**config.mk**
```make
export PLATFORM = sky130hd
export DESIGN_NAME = psu_queue
export DESIGN_NICKNAME = d
export VERILOG_FILES = /design/src/psu_pkg.sv /design/src/psu_queue.sv
export SDC_FILE = /design/constraint.sdc
export NUM_CORES = 1
export LEC_CHECK = 0
export BUFFER_PORTS_ARGS = -buffer_cell sky130_fd_sc_hd__buf_2
export CAP_MARGIN = 20
export CORE_UTILIZATION = 60
export DETAILED_ROUTE_END_ITERATION = 8
export PLACE_DENSITY = 0.94
export SLEW_MARGIN = 20
export SYNTH_ARGS = -nofsm -noshare
export SYNTH_HDL_FRONTEND = slang
export SYNTH_SLANG_ARGS = --single-unit
```
**constraint.sdc**
```tcl
create_clock -name clk -period 2.9 [get_ports clk]
set_clock_uncertainty 0.1 [all_clocks]
set_input_delay 0.29 -clock clk [delete_from_list [all_inputs] [get_ports clk]]
set_output_delay 0.29 -clock clk [all_outputs]
set_load 0.01 [all_outputs]
```
**src/psu_pkg.sv**
```systemverilog
package psu_pkg;

	// Payload widths fixed by the byte stream format
	localparam int COL_W      = 16;
	localparam int SLOT_W     = 3;
	localparam int CFG_IDX_W  = 2;
	localparam int CFG_DATA_W = 16;

	// Depth of the queue between the classifier and the reconstruction stage
	localparam int QUEUE_DEPTH = 4;

	// Configuration register indexes
	localparam logic [CFG_IDX_W-1:0] CFG_WIDTH  = 2'd0;
	localparam logic [CFG_IDX_W-1:0] CFG_HEIGHT = 2'd1;
	localparam logic [CFG_IDX_W-1:0] CFG_BPP    = 2'd2;

	// Result status codes
	localparam logic [1:0] ST_PIXEL   = 2'd0;
	localparam logic [1:0] ST_BADTYPE = 2'd1;
	localparam logic [1:0] ST_SHORT   = 2'd2;

	// Filter types
	localparam logic [2:0] FLT_NONE  = 3'd0;
	localparam logic [2:0] FLT_SUB   = 3'd1;
	localparam logic [2:0] FLT_UP    = 3'd2;
	localparam logic [2:0] FLT_AVG   = 3'd3;
	localparam logic [2:0] FLT_PAETH = 3'd4;

	// One classified item handed from the front part to the back part
	typedef struct packed {
		logic [7:0]        data;
		logic [COL_W-1:0]  col;
		logic [SLOT_W-1:0] slot;
		logic              first_row;
		logic              has_left;
		logic [2:0]        filter;
		logic [1:0]        status;
		logic              last;
		logic              short_after;
	} task_t;

endpackage

```
**src/psu_queue.sv**
```systemverilog
module psu_queue (
	input  logic           clk,
	input  logic           arst_n,
	input  logic           push,
	input  psu_pkg::task_t push_task,
	output logic           full,
	input  logic           pop,
	output psu_pkg::task_t head,
	output logic           empty
);
	import psu_pkg::*;

	localparam int PW = (QUEUE_DEPTH > 1) ? $clog2(QUEUE_DEPTH) : 1;
	localparam int NW = $clog2(QUEUE_DEPTH + 1);

	task_t         slots_q [QUEUE_DEPTH];
	logic [PW-1:0] wr_ptr_q;
	logic [PW-1:0] rd_ptr_q;
	logic [NW-1:0] count_q;

	assign full  = (count_q == NW'(QUEUE_DEPTH));
	assign empty = (count_q == '0);
	assign head  = slots_q[rd_ptr_q];

	// Store pushed items
	always_ff @(posedge clk) begin
		if (push) begin
			slots_q[wr_ptr_q] <= push_task;
		end
	end

	// Advance pointers and fill level
	always_ff @(posedge clk or negedge arst_n) begin
		if (!arst_n) begin
			wr_ptr_q <= '0;
			rd_ptr_q <= '0;
			count_q  <= '0;
		end else begin
			if (push) begin
				wr_ptr_q <= (32'(wr_ptr_q) == QUEUE_DEPTH - 1) ? '0 : PW'(wr_ptr_q + PW'(1));
			end
			if (pop) begin
				rd_ptr_q <= (32'(rd_ptr_q) == QUEUE_DEPTH - 1) ? '0 : PW'(rd_ptr_q + PW'(1));
			end
			if (push && !pop) begin
				count_q <= count_q + NW'(1);
			end else if (pop && !push) begin
				count_q <= count_q - NW'(1);
			end
		end
	end

endmodule

```
==> results.md, run 1 <==
- Status: complete, no violations
- Synthesis-to-finish area growth: 26.2%
- Max Cap Viol: 0
- Placeable Area: between 8000 and 9000 µm²
- Multi-input logic area: 1040 µm²
- Fin. max-slew vios: 0
- RSZ-0062 raised after global routing: false
- Clock transition at path regs: around 60 ps
- Row count: 34
- Max frequency: 398 MHz
- Number of fillers in the final layout: 437
- Synth Cell Area: around 5600 µm²
- Minimum clock period: around 2500 ps
- Largest net degree at the start of global routing: 39
- Syn_nets: between 200 and 300
- Most frequent cells after synthesis: 144 x edfxtp_1, 36 x mux4_2, 7 x dfrtp_1
- Routed len/inst: between 20 and 25 µm
- Post-CTS Resized: 0
- Num Clock Sinks: around 150
- Vias per cell: 5.88
- Deepest clock path buffer count: 2
- Buf+Inv Stages, Crit Path: 1
- Global placer's final weighted congestion: around 0.73
- DRT antenna net count: 0
- Starting density of the core: between 60% and 70%
- DIE AREA: between 9000 and 10,000 µm²
- DRT iter0 DRCs: 168
- Worst slew pin tran: 952 ps
- Die height: between 90 and 100 µm
- Total CTS buffers: 17
- Final WL: ~11,000 µm
- Drt first pass iters: 4
- Hold Crit Class: in -> async
- Gate Count Post-Synth: between 200 and 250
- Critical path cell sequence: mux4_2 -> buf_2
- FF/Latch Area: between 4000 and 5000 µm²
- Fraction of layout cells with a size suffix above 1: a little over two fifths
- H-tree depth: 4
- Number of I/O pins: ~80
- Leak: 2.53 nW
- Crit. End Element: output pin
- Root buffer cell: clkbuf_8
- Ranking of synthesized cells by area: edfxtp_1 77%, mux4_2 14%, dfrtp_1 3.1%, ha_1 1.3%, mux2_2 0.60%
- TritonCTS clock tree: yes
- Cell taking the most area after synthesis: edfxtp_1
- HPWL Detailed: slightly below 6000 µm
- Die width: roughly 100 µm
- Sequential share of the synthesized area: about four fifths
- Most frequent cell after synthesis: edfxtp_1
- Critical path depth: 2
- # nets final: a little over 400
- First-pass GRT wire length: ~17,000 µm
- Area share of the leading cell type in the synthesized netlist: between 70% and 80%
- Asr flop ratio synth: under 10%
- IO buf count: 77
- Critical Path Slowest Stage Cell: dfrtp_2
- DRC Markers: 0
- Hold Fails Final Rpt: 0
- Critical path launch point type: flip-flop
- Design area: between 7000 and 8000 µm²
- Initial antenna violation count: 0
- Number of synthesized register bits: roughly 150
- Vias in the first global route: 3,059
- Crit-path max cell delay: between 900 and 1000 ps
- PwrDens: between 900 and 1000 nW/µm²
- Crit path kind: reg -> out
- Cell family with most CP delay: flip-flops
- YS warnings: 0
- GRT Total Usage: 24.9%
- WP data arrival: between 2000 and 2500 ps
- Peak supply drop: 0.560 mV
- FF-to-FF path depth: 2
- Required time worst endpoint: around 2500 ps
- Slew margin rel.: 36.5%
- Post-synth EDFFs: ~140
- Total number of vias: 2,830
- DP Area: 6170 µm²
- Crit Path Max Fanout: 38
- Synth unique cells: 20
- Gr ovfl total: 0
- Setup TNS: 0 ps
- Final Cycle Share: slightly below 90%
- Final setup violation count: 0
- Main synth FF type: edfxtp_1
- Syn Area/Cell: between 20 and 25 µm²
- Clock Latency Late Sink: about 510 ps
-- cell families after synthesis --
group                      Yosys count  synth area share, %
DFF                                151                 80.1
buffers and inverters               12                 1.58
xor gates and xnor gates             3                0.468
and+or+nand+nor                     11                 1.00
AOI/OAI and AO/OA                    2                0.178
adders and majority gates            7                 1.69
muxes                               39                 15.0
-- final timing paths --
path,start,endpoint,slack (ps)
worst max-delay path,rd_ptr_q[1],head[33],390
worst min-delay path,arst_n,count_q[2],70
worst max register to register,rd_ptr_q[1],rd_ptr_q[1],1030
min in group clk,count_q[2],count_q[2],410
worst min register to register,count_q[2],count_q[2],410
max in group asynchronous,arst_n,rd_ptr_q[1],2450
-- state kept, by name, indices dropped and copies added (netlist names) --
signal,cells
slots_q,144
count_q,3
wr_ptr_q,2
rd_ptr_q,2
-- per-layer routing --
| layer | up-vias | global-route usage (%) | wire [µm] |
|---|---|---|---|
| met1 | 1485 | 32.4 | 4410 |
| met5 | - | 0 | 0 |
| met3 | 17 | 6.38 | 529 |
| li1 | 1216 | - | - |
| met2 | 112 | 40.5 | 5910 |
| met4 | 0 | 11.0 | 250 |
-- where the power goes --
| part | total (mW) | leakage (nW) | switching (mW) | internal [mW] |
|---|---|---|---|---|
| Combinational | 1.82 | 0.870 | 0.880 | 0.937 |
| Clock | 1.96 | 0.254 | 0.831 | 1.12 |
| Sequential | 3.06 | 1.40 | 0.249 | 2.81 |
| Total | 6.83 | 2.53 | 1.96 | 4.87 |
-- what timing repair did --
item                                    in CTS  in global routing
buffers inserted                             0                  0
endpoints found under the setup margin       0                  0
hold buffers                                39                  0
hold endpoints to repair                   155                  0
-- per-stage QoR --
stage	instances	setup WS, ps	total power [mW]	hold slack, ps	utilization, %
final	481	387	6.83	66.3	79.7
after global routing	480	318	7.11	82.2	79.7
after CTS	480	371	6.86	20.9	79.7
after floorplan	225	901	4.22	-106	-
after detailed placement	410	934	4.85	33.1	69.4
after global placement	410	926	4.79	28.7	69.4
-- cell type report --
type                    count  share of cell area, %
flip-flops and latches    151                   63.5
multi-input cells          62                   14.6
diodes                      1                 0.0353
clock buffers              18                   5.89
well taps                 108                   1.91
clock inverters            13                   1.52
repair buffers            124                   12.3
inverters                   4                  0.212
-- cells in the final DEF, fill, tap and decap left out, drive strengths merged --
master,netlist,layout
clkinv,0,8
fa,1,1
clkbuf,0,18
nor3b,1,1
diode,0,1
edfxtp,144,144
bufinv,0,1
nor3,1,1
inv,4,5
ha,6,6
clkinvlp,0,3
buf,8,85
xor2,2,2
mux4,36,36
nor2,3,3
dfrtp,7,7
dlygate4sd3,0,39
and2,4,4
o21ai,2,2
mux2,3,3
xnor2,1,1
nand2,2,2
(Power assumes the default switching activity.)
==> run 2: changes to the inputs <==
- RECOVER_POWER: unset -> 25
==> results.md, run 2 (synthesis results as in run 1) <==
- Status: complete, no violations
- Crit. End Element: output pin
- Fraction of layout cells with a size suffix above 1: a little under two fifths
- Total CTS buffers: 17
- Final setup violation count: 0
- Slew margin rel.: around 37%
- Crit Path Max Fanout: 38
- Cell family with most CP delay: flip-flops
- Switch Pwr: between 1.5 and 2 mW
- Synthesis-to-finish area growth: 25.6%
- Hold Fails Final Rpt: 0
- Largest register FFs: 144
- R2R Path Start: rd_ptr_q[1]
- # nets final: slightly above 400
- TritonCTS clock tree: yes
- RSZ-0062 raised after global routing: false
- Vias in the first global route: 3,059
- Clock Latency Late Sink: 510 ps
- Deepest clock path buffer count: 2
- HPWL Detailed: 5920 µm
- Top flop regs: slots_q (144), count_q (3)
- Global placer's final weighted congestion: about 0.73
- Final WL: about 11,000 µm
- Max frequency: roughly 400 MHz
- Max Cap Viol: 0
- Critical Path Slowest Stage Cell: dfrtp_2
- Clock group share of total power: 28.6%
- Row count: 34
- Gr ovfl total: 0
- Number of I/O pins: slightly below 80
- Biggest register: slots_q
- H-tree depth: 4
- Final Cycle Share: 86.7%
- Crit path kind: reg -> out
- Starting density of the core: 63.2%
- Most frequent cells in the layout: 144 x edfxtp_1, 56 x buf_2, 39 x dlygate4sd3_1, 36 x mux4_2, 22 x clkbuf_1
- Hold Crit Class: in -> async
- FF-to-FF path depth: 2
- Placeable Area: slightly below 9000 µm²
- Crit-path max cell delay: roughly 1000 ps
- Critical path cell sequence: mux4_2 -> buf_2
- WP data arrival: about 2100 ps
- Die width: between 90 and 100 µm
- DRC Markers: 0
- Required time worst endpoint: 2510 ps
- Num Clock Sinks: between 150 and 200
- Minimum clock period: 2510 ps
- P_int: approximately 4.9 mW
- Worst slew pin tran: about 950 ps
- First-pass GRT wire length: around 17,000 µm
- Die height: between 90 and 100 µm
- DRT iter0 DRCs: between 150 and 200
- Routed len/inst: 23.0 µm
- Largest net degree at the start of global routing: 39
- Fin. max-slew vios: 0
- Critical path launch point type: flip-flop
- End of the worst register-to-register path: rd_ptr_q[1]
- Switching Fraction: between 20% and 30%
- Gate power share: a little over a quarter
- Total number of vias: approximately 2,800
- Setup TNS: 0 ps
- Root buffer cell: clkbuf_8
- Clock transition at path regs: about 60 ps
- Initial antenna violation count: 0
- DIE AREA: 9760 µm²
- DRT antenna net count: 0
- GRT Total Usage: 24.9%
- Peak supply drop: 0.557 mV
- Hold_ws: about 140 ps
- IO buf count: 77
- Diodes inserted: 0
- Post-CTS Resized: 0
- Leak: 2.47 nW
- R2R Setup Slk: about 1000 ps
- Buf+Inv Stages, Crit Path: 1
- Drt first pass iters: 4
- Seq pwr share: 44.8%
- Most common cell after layout, fill and taps aside: edfxtp_1
- PwrDens: 965 nW/µm²
- Vias per cell: 5.84
-- run 2: what timing repair did --
| item | in CTS | in global routing |
|---|---|---|
| setup buffers | 0 | 0 |
| hold buffers | 39 | 0 |
| hold endpoints to repair | 155 | 0 |
-- run 2: layout make-up --
cell class                      instances  area [µm²]
Multi-Input combinational cell         62        1040
Clock buffer                           18         418
Clock inverter                         13         108
Sequential cell                       151        4500
Inverter                                4        15.0
Timing Repair Buffer                  124         847
Fill cell                             441        1830
Tap cell                              108         135
-- run 2: worst max-delay path by stage --
stage	from	to	slack [ps]	depth (start not counted)
final	rd_ptr_q[1]	head[33]	390	2
after floorplan	wr_ptr_q[0]	slots_q[2][0]	900	3
after global routing	rd_ptr_q[1]	head[33]	320	2
after CTS	rd_ptr_q[1]	head[33]	370	2
after detailed placement	rd_ptr_q[1]	head[33]	930	2
after global placement	rd_ptr_q[1]	head[13]	930	2
-- run 2: power by group through the flow --
stage	combinational [mW]	clock [mW]	sequential, mW
2_1_floorplan	1.29	0	2.93
3_3_place_gp	1.74	0	3.05
3_5_place_dp	1.77	0	3.08
4_1_cts	1.84	1.96	3.06
5_1_grt	1.95	2.07	3.09
6_report	1.81	1.95	3.06
-- run 2: routing by layer --
layer	vias to the layer above	global-route usage, %	wire, µm	share of wire (%)
li1	1215	-	-	-
met1	1466	32.4	4400	40
met2	102	40.5	5810	53
met3	19	6.38	521	4.7
met4	0	11.0	279	2.5
met5	-	0	0	0
-- run 2: per-stage QoR --
stage	cells	setup WS (ps)	utilization, %	cell area, µm²	total power [mW]
2_1_floorplan	225	901	-	5620	4.22
3_3_place_gp	410	926	69.4	6170	4.79
3_5_place_dp	410	934	69.4	6170	4.85
4_1_cts	480	371	79.7	7090	6.86
5_1_grt	480	318	79.4	7060	7.11
6_report	480	387	79.4	7060	6.82
