File: src/psu_pkg.sv
package psu_pkg;

	// Payload widths fixed by the byte stream format
	localparam int COL_W      = 16;
	localparam int SLOT_W     = 3;
	localparam int CFG_IDX_W  = 2;
	localparam int CFG_DATA_W = 16;

	// Depth of the queue between the classifier and the reconstruction stage
	localparam int QUEUE_DEPTH = 4;

	// Configuration register indexes
	localparam logic [CFG_IDX_W-1:0] CFG_WIDTH  = 2'd0;
	localparam logic [CFG_IDX_W-1:0] CFG_HEIGHT = 2'd1;
	localparam logic [CFG_IDX_W-1:0] CFG_BPP    = 2'd2;

	// Result status codes
	localparam logic [1:0] ST_PIXEL   = 2'd0;
	localparam logic [1:0] ST_BADTYPE = 2'd1;
	localparam logic [1:0] ST_SHORT   = 2'd2;

	// Filter types
	localparam logic [2:0] FLT_NONE  = 3'd0;
	localparam logic [2:0] FLT_SUB   = 3'd1;
	localparam logic [2:0] FLT_UP    = 3'd2;
	localparam logic [2:0] FLT_AVG   = 3'd3;
	localparam logic [2:0] FLT_PAETH = 3'd4;

	// One classified item handed from the front part to the back part
	typedef struct packed {
		logic [7:0]        data;
		logic [COL_W-1:0]  col;
		logic [SLOT_W-1:0] slot;
		logic              first_row;
		logic              has_left;
		logic [2:0]        filter;
		logic [1:0]        status;
		logic              last;
		logic              short_after;
	} task_t;

endpackage

File: src/psu_in_if.sv
interface psu_in_if;
	logic       valid;
	logic       ready;
	logic [7:0] data_byte;
	logic       end_of_data;

	modport source (output valid, output data_byte, output end_of_data, input ready);
	modport sink (input valid, input data_byte, input end_of_data, output ready);
endinterface

File: src/psu_front.sv
module psu_front #(
	parameter int MAX_LINE_BYTES = 16384,
	parameter int MAX_BPP        = 8
) (
	input  logic                            clk,
	input  logic                            arst_n,
	input  logic                            cfg_we,
	input  logic [psu_pkg::CFG_IDX_W-1:0]   cfg_idx,
	input  logic [psu_pkg::CFG_DATA_W-1:0]  cfg_wdata,
	psu_in_if.sink                          in_ch,
	output logic                            push,
	output psu_pkg::task_t                  push_task,
	input  logic                            full
);
	import psu_pkg::*;

	localparam int CW    = $clog2(MAX_LINE_BYTES);
	localparam int LW    = $clog2(MAX_LINE_BYTES + 1);
	localparam int BW    = $clog2(MAX_BPP + 1);
	localparam int SW    = (MAX_BPP > 1) ? $clog2(MAX_BPP) : 1;
	localparam int CNT_W = $clog2(CW + 1);

	typedef enum logic [1:0] {PH_TYPE, PH_DATA, PH_SKIP} phase_t;

	phase_t          phase_q;
	logic [11:0]     w_q;
	logic [15:0]     h_q;
	logic [BW-1:0]   bpp_q;
	logic [LW-1:0]   line_q;
	logic [CW-1:0]   col_q;
	logic [SW-1:0]   slot_q;
	logic [15:0]     row_q;
	logic [2:0]      filter_q;
	logic            mod_load_q;
	logic [CNT_W-1:0] mod_cnt_q;
	logic [CW-1:0]   mod_sh_q;
	logic [BW-1:0]   mod_rem_q;

	logic [11:0]     w_new;
	logic [15:0]     h_new;
	logic [BW-1:0]   b_new;
	logic [11:0]     mul_a;
	logic [BW-1:0]   mul_b;
	logic [15:0]     prod;
	logic [LW-1:0]   line_new;
	logic [CW-1:0]   col_eff;
	logic            row_end;
	logic            image_end;
	logic            has_left;
	logic [SW-1:0]   slot_inc;
	logic [BW:0]     rem_try;
	logic [BW-1:0]   rem_step;
	logic            busy;
	logic            fire;
	logic            eod;

	// Effective register values on a write
	always_comb begin
		w_new = (cfg_wdata[11:0] == 12'd0) ? 12'd1 : cfg_wdata[11:0];
		h_new = (cfg_wdata[15:0] == 16'd0) ? 16'd1 : cfg_wdata[15:0];
		if (cfg_wdata[3:0] == 4'd0) begin
			b_new = BW'(1);
		end else if (32'(cfg_wdata[3:0]) > MAX_BPP) begin
			b_new = BW'(MAX_BPP);
		end else begin
			b_new = BW'(cfg_wdata[3:0]);
		end
		mul_a    = (cfg_idx == CFG_WIDTH) ? w_new : w_q;
		mul_b    = (cfg_idx == CFG_BPP) ? b_new : bpp_q;
		prod     = 16'(mul_a) * 16'(mul_b);
		line_new = (32'(prod) > MAX_LINE_BYTES) ? LW'(MAX_LINE_BYTES) : LW'(prod);
	end

	// Column clamp, row and image end, left neighbour presence
	always_comb begin
		col_eff   = (32'(col_q) >= 32'(line_q)) ? CW'(line_q - LW'(1)) : col_q;
		row_end   = ((LW + 1)'(col_eff) + (LW + 1)'(1)) >= (LW + 1)'(line_q);
		image_end = row_end && (({1'b0, row_q} + 17'd1) >= {1'b0, h_q});
		has_left  = 32'(col_eff) >= 32'(bpp_q);
		slot_inc  = (32'(slot_q) + 1 >= 32'(bpp_q)) ? '0 : SW'(slot_q + SW'(1));
	end

	// One restoring step of col mod bpp
	always_comb begin
		rem_try  = {mod_rem_q, mod_sh_q[CW-1]};
		rem_step = (rem_try >= (BW + 1)'(bpp_q)) ? BW'(rem_try - (BW + 1)'(bpp_q))
		                                          : BW'(rem_try);
	end

	assign busy        = mod_load_q || (mod_cnt_q != '0);
	assign in_ch.ready = !full && !busy;
	assign fire        = in_ch.valid && in_ch.ready;
	assign eod         = in_ch.end_of_data;

	// Classify the accepted item and build the task for the back part
	always_comb begin
		push                  = 1'b0;
		push_task             = '0;
		push_task.data        = in_ch.data_byte;
		push_task.col         = COL_W'(col_eff);
		push_task.slot        = SLOT_W'(slot_q);
		push_task.first_row   = (row_q == 16'd0);
		push_task.has_left    = has_left;
		push_task.filter      = filter_q;
		if (fire) begin
			unique case (phase_q)
				PH_TYPE: begin
					if (in_ch.data_byte > 8'(FLT_PAETH)) begin
						push             = 1'b1;
						push_task.status = ST_BADTYPE;
						push_task.last   = 1'b1;
					end else if (eod) begin
						push             = 1'b1;
						push_task.status = ST_SHORT;
						push_task.last   = 1'b1;
					end
				end
				PH_DATA: begin
					push                  = 1'b1;
					push_task.status      = ST_PIXEL;
					push_task.last        = image_end;
					push_task.short_after = eod && !image_end;
				end
				PH_SKIP: ;
				default: ;
			endcase
		end
	end

	// Hold configuration, stream position and the slot recompute
	always_ff @(posedge clk or negedge arst_n) begin
		if (!arst_n) begin
			phase_q    <= PH_TYPE;
			w_q        <= 12'd1;
			h_q        <= 16'd1;
			bpp_q      <= BW'(1);
			line_q     <= LW'(1);
			col_q      <= '0;
			slot_q     <= '0;
			row_q      <= '0;
			filter_q   <= FLT_NONE;
			mod_load_q <= 1'b0;
			mod_cnt_q  <= '0;
			mod_sh_q   <= '0;
			mod_rem_q  <= '0;
		end else begin
			if (cfg_we) begin
				unique case (cfg_idx)
					CFG_WIDTH: begin
						w_q    <= w_new;
						line_q <= line_new;
					end
					CFG_HEIGHT: h_q <= h_new;
					CFG_BPP: begin
						bpp_q  <= b_new;
						line_q <= line_new;
					end
					default: ;
				endcase
				mod_load_q <= 1'b1;
			end else if (mod_load_q) begin
				mod_load_q <= 1'b0;
				mod_sh_q   <= col_eff;
				mod_rem_q  <= '0;
				mod_cnt_q  <= CNT_W'(CW);
			end else if (mod_cnt_q != '0) begin
				mod_sh_q  <= mod_sh_q << 1;
				mod_rem_q <= rem_step;
				mod_cnt_q <= mod_cnt_q - CNT_W'(1);
				if (mod_cnt_q == CNT_W'(1)) begin
					slot_q <= SW'(rem_step);
				end
			end

			if (fire) begin
				unique case (phase_q)
					PH_TYPE: begin
						if (in_ch.data_byte > 8'(FLT_PAETH)) begin
							if (eod) begin
								col_q <= '0;
								slot_q <= '0;
								row_q <= '0;
								phase_q <= PH_TYPE;
							end else begin
								phase_q <= PH_SKIP;
							end
						end else if (eod) begin
							col_q   <= '0;
							slot_q  <= '0;
							row_q   <= '0;
							phase_q <= PH_TYPE;
						end else begin
							filter_q <= in_ch.data_byte[2:0];
							col_q    <= '0;
							slot_q   <= '0;
							phase_q  <= PH_DATA;
						end
					end
					PH_DATA: begin
						if (image_end) begin
							phase_q <= PH_SKIP;
						end else if (row_end) begin
							row_q   <= row_q + 16'd1;
							col_q   <= '0;
							slot_q  <= '0;
							phase_q <= PH_TYPE;
						end else begin
							col_q  <= col_eff + CW'(1);
							slot_q <= slot_inc;
						end
						// End of data restarts in every case
						if (eod) begin
							col_q   <= '0;
							slot_q  <= '0;
							row_q   <= '0;
							phase_q <= PH_TYPE;
						end
					end
					PH_SKIP: begin
						if (eod) begin
							col_q   <= '0;
							slot_q  <= '0;
							row_q   <= '0;
							phase_q <= PH_TYPE;
						end
					end
					default: phase_q <= PH_TYPE;
				endcase
			end
		end
	end

endmodule

File: src/flat_wrapper.sv
// flat-port wrapper written by rule: the top's interface ports become plain ports
module psu_front_flat import psu_pkg::*;
#(
	parameter int MAX_LINE_BYTES = 16384,
	parameter int MAX_BPP        = 8
)
  (clk, arst_n, cfg_we, cfg_idx, cfg_wdata, push, push_task, full, in_ch_valid, in_ch_data_byte, in_ch_end_of_data, in_ch_ready);
  psu_in_if in_ch_i ();
  input  logic clk;
  input  logic arst_n;
  input  logic cfg_we;
  input  logic [psu_pkg::CFG_IDX_W-1:0] cfg_idx;
  input  logic [psu_pkg::CFG_DATA_W-1:0] cfg_wdata;
  output logic push;
  output psu_pkg::task_t push_task;
  input  logic full;
  input wire logic [$bits(in_ch_i.valid)-1:0] in_ch_valid;
  input wire logic [$bits(in_ch_i.data_byte)-1:0] in_ch_data_byte;
  input wire logic [$bits(in_ch_i.end_of_data)-1:0] in_ch_end_of_data;
  output wire logic [$bits(in_ch_i.ready)-1:0] in_ch_ready;
  assign in_ch_i.valid = in_ch_valid;
  assign in_ch_i.data_byte = in_ch_data_byte;
  assign in_ch_i.end_of_data = in_ch_end_of_data;
  assign in_ch_ready = in_ch_i.ready;
  psu_front #(.MAX_LINE_BYTES(MAX_LINE_BYTES), .MAX_BPP(MAX_BPP)) u_core (.clk(clk), .arst_n(arst_n), .cfg_we(cfg_we), .cfg_idx(cfg_idx), .cfg_wdata(cfg_wdata), .in_ch(in_ch_i), .push(push), .push_task(push_task), .full(full));
endmodule
File: config.mk
export PLATFORM = sky130hd
export DESIGN_NAME = psu_front_flat
export DESIGN_NICKNAME = d
export VERILOG_FILES = /design/src/psu_pkg.sv /design/src/psu_in_if.sv /design/src/psu_front.sv /design/src/flat_wrapper.sv
export SDC_FILE = /design/constraint.sdc
export NUM_CORES = 1
export LEC_CHECK = 0
export BUFFER_PORTS_ARGS = -buffer_cell sky130_fd_sc_hd__buf_2
export CAP_MARGIN = 20
export CORE_AREA = 2 2 154 156
export DETAILED_ROUTE_END_ITERATION = 12
export DIE_AREA = 0 0 156 158
export MAX_ROUTING_LAYER = met4
export SLEW_MARGIN = 30
export SYNTH_ARGS = -nofsm -noshare
export SYNTH_HDL_FRONTEND = slang
export SYNTH_SLANG_ARGS = --single-unit
export TNS_END_PERCENT = 10
File: constraint.sdc
create_clock -name clk -period 12.9 [get_ports clk]
set_input_delay 2.58 -clock clk [delete_from_list [all_inputs] [get_ports clk]]
set_output_delay 2.58 -clock clk [all_outputs]
set_load 0.1 [all_outputs]
==> results.ini <==
[placement]
place_hpwl_microns=17600
routabilityCongestion=0.862
portBuffers=67

[layout]
drive_above_1_share_pct=13.6
final_core_util_pct=42.9
areaGrowthSynthToFinish_pct=8.65
nNetsFinal=1213
n_antenna_cell=0

[clocking]
clk_pin_slew_ns=0.08
cts-buffers-inserted=9
cts_hold_buf=0
cts_resized=0
cts_sinks=108
clk_latency_ns=0.37
postCtsSetupBuffers=0
clock-root-buffer=clkbuf_16
clk_path_buf_depth=2
h-tree-depth=3
cts_tree=yes

[timing]
relSlewSlack_pct=37.5
finalClockSkew_ns=0.0124
hold_viol=0
rsz0062_at_grt=false
timing.hold.ws_ns=0.471
clock.fmax_mhz=125
fin_crit_sh_pct=61.9
fin_crit_ns=7.98
finalSetupTns_ns=0
drv_slew=0
finalSetupViolCount=0
worst_pin_slew_ns=0.938

[global_route]
gr-total-overflow=0
grt_max_degree=62
antenna_found_initial=0
grt_pass1_wl_microns=38000
grt_util_all_layers_pct=20.0
grt_pass1_vias=7153

[routing]
drc=0
routedWlPerCell_microns=16.7
num_vias=7429
final_antenna_net_count=0
wl_met2_microns=10500
viasPerCell=5.43
dr.max_layer_used=met4
first_pass_iters=5
wl_met3_microns=789
drt_iter0_markers=426
wirelength_microns=22800
wl_met1_microns=11300

[critical_path]
cp-end-kind=output pin
arrival_ns=5.40
path_delay_family=compound AO/OA/AOI/OAI gates
r2r_slack_ns=7.15
rr_endpoint=u_core.row_q[8]$_DFFE_PN0P_
critical-path-max-stage-delay_ns=0.55
cp_common_cell=a211oi_1
worst-path-buf-inv=3
r2r_cells=18
slowest_stage=dfrtp_1
start_kind=register
reg2reg_from=u_core.line_q[4]$_DFFE_PN0P_
crit_path_cell_trace=inv_1 > ha_1 > a211oi_1 > nor2_1 > a211oi_1 > o2111ai_1 > nand2_1 > buf_4 > mux2i_1 > xnor2_1 > ha_1 > nand3_1 > a211oi_1 > o21ai_0 > a31o_2 > a21oi_1 > o21a_1 > buf_2
crit_fanout=45
worstSetupStartpoint=u_core.line_q[4]$_DFFE_PN0P_
cp_data_required_time_ns=10.32
critPathKind=register to output pin
crit_cells=18

[pwr]
p_clk_share_pct=16.3
switching_power_uw=779
p_leak_uw=0.00478
combPwrFrac_pct=56.8
p_int_uw=907
power_uw=1690
swShare_pct=46.2
power_density_nw_per_um2=171
ir_drop_v=0.000100
seqPwrFrac_pct=26.8

[synth]
avgSynthCellArea_sq_um=8.73
yosysSeqAreaShare_pct=29.8
synth_ff_type=dfrtp_1
ys_seq_elements=108
synthSimpleGateAreaFrac_pct=17.0
synth_fa_ha_area_share_pct=16.6
ys_types=60
netlist_top_cells_count=dfrtp_1 (104), nor2_1 (94), inv_1 (92), ha_1 (87), a21oi_1 (84)
yosys-top-cells-area=dfrtp_1 (29%), ha_1 (12%), a21oi_1 (4.6%)
synth_xor_area_share_pct=5.78
synth_top_family_by_area=simple AND/OR/NAND/NOR gates
synth_top_area_cell=dfrtp_1
netlist_instances=1042
yosysWarnings=0
synth_compound_area_share_pct=17.0
synth_async_sr_flop_share_pct=100
muxShareOfSynthArea_pct=7.18
synth_area_sq_um=9100
synth_top_area_share_pct=28.6
synth_most_common_cell=dfrtp_1
synth_edf_count=0

[floorplanning]
dieArea_sq_um=24600
start_util_pct=39.5
rows=56
die_x_microns=156
die_h_microns=158
ios=70
core_area_sq_um=23100

[run_status]
status=complete, no violations

[min_path]
holdPathStages=2
hp-class=register to register
hold_end=u_core.w_q[0]$_DFFE_PN1P_
hp-start=u_core.w_q[0]$_DFFE_PN1P_

[run]
max-cap-violations=0

-- layout make-up --
cell class / count / area (sq um)
inverter: 92 / 345
sequential: 108 / 2710
clock buffer: 10 / 239
timing repair buffer: 73 / 383
fill: 2313 / 13200
clock inverter: 6 / 47.5
multi-input combinational: 789 / 5800
tap: 290 / 363
-- tightest hold or removal path: stages, from the launching register on --
cell and delay (ns):
dfstp_2 0.37, inv_1 0.04, mux2i_1 0.06
-- layout by cell type (no fill, tap or decap), types with 4 or more instances in the layout --
cell type | synthesis | layout
o21ai_0 | 58 | 58
a22o_1 | 29 | 29
dfstp_2 | 4 | 4
ha_1 | 87 | 87
xnor2_1 | 46 | 46
inv_1 | 92 | 92
a21oi_1 | 84 | 84
or2_2 | 11 | 11
nor2_1 | 94 | 94
nand4_1 | 12 | 12
buf_2 | 7 | 66
buf_4 | 11 | 7
nand3_1 | 26 | 26
o31ai_1 | 16 | 16
and3_1 | 10 | 10
o21a_1 | 7 | 7
and2_1 | 4 | 4
and4_1 | 7 | 7
nor3_1 | 19 | 19
a31oi_1 | 6 | 6
nand2_1 | 71 | 71
xor2_1 | 14 | 14
a211oi_1 | 6 | 6
mux2i_1 | 27 | 27
nand2b_1 | 24 | 24
fa_1 | 21 | 21
a21o_1 | 12 | 12
mux2_2 | 34 | 34
dfrtp_1 | 104 | 104
nor2b_1 | 10 | 10
clkbuf_16 | 0 | 9
nor4_1 | 9 | 9
-- how the worst max path moves through the flow --
stage                   endpoint  slack [ns]
floorplan           push_task[3]        3.85
finish              push_task[1]        4.92
global route        push_task[1]        4.50
CTS                 push_task[1]        4.93
detailed placement  push_task[1]        5.34
global placement    push_task[1]        5.47
-- layer usage --
| layer | global-route usage (%) | vias to the layer above |
|---|---|---|
| met4 | 3.84 | 0 |
| met1 | 27.6 | 3575 |
| met3 | 2.46 | 14 |
| li1 | - | 3704 |
| met5 | - | - |
| met2 | 31.8 | 136 |
-- logic make-up (layout without fill, tap and decap cells) --
kind of cell	Yosys count	after routing
and+or+nand+nor	313	313
AOI/OAI and AO/OA	245	245
buffers and inverters	146	181
adders and majority gates	108	108
DFF	108	108
muxes	61	61
xor gates and xnor gates	60	60
other	1	2
-- state kept, by name (all words and copies together), names as in the netlist --
signal             count
u_core.bpp_q           4
u_core.col_q          14
u_core.filter_q        3
u_core.h_q            16
u_core.line_q         15
u_core.mod_cnt_q       4
u_core.mod_load_q      1
u_core.mod_rem_q       4
u_core.mod_sh_q       14
u_core.phase_q         2
u_core.row_q          16
u_core.slot_q          3
u_core.w_q            12
-- stage by stage --
stage,std cells,instance area [sq um],worst slack [ns]
2_1_floorplan,1043,9100,3.85
3_3_place_gp,1352,9590,5.47
3_5_place_dp,1352,9600,5.34
4_1_cts,1368,9880,4.93
5_1_grt,1368,9880,4.50
6_report,1368,9880,4.92
-- power by group through the flow --
stage                     Combinational [uW]  Clock, uW  Sequential [uW]
after global routing                    1070        297              463
after global placement                   955          0              458
after CTS                                964        282              452
after detailed placement                 959          0              458
after floorplan                          761          0              433
final                                    958        276              453
(Power assumes the default switching activity.)
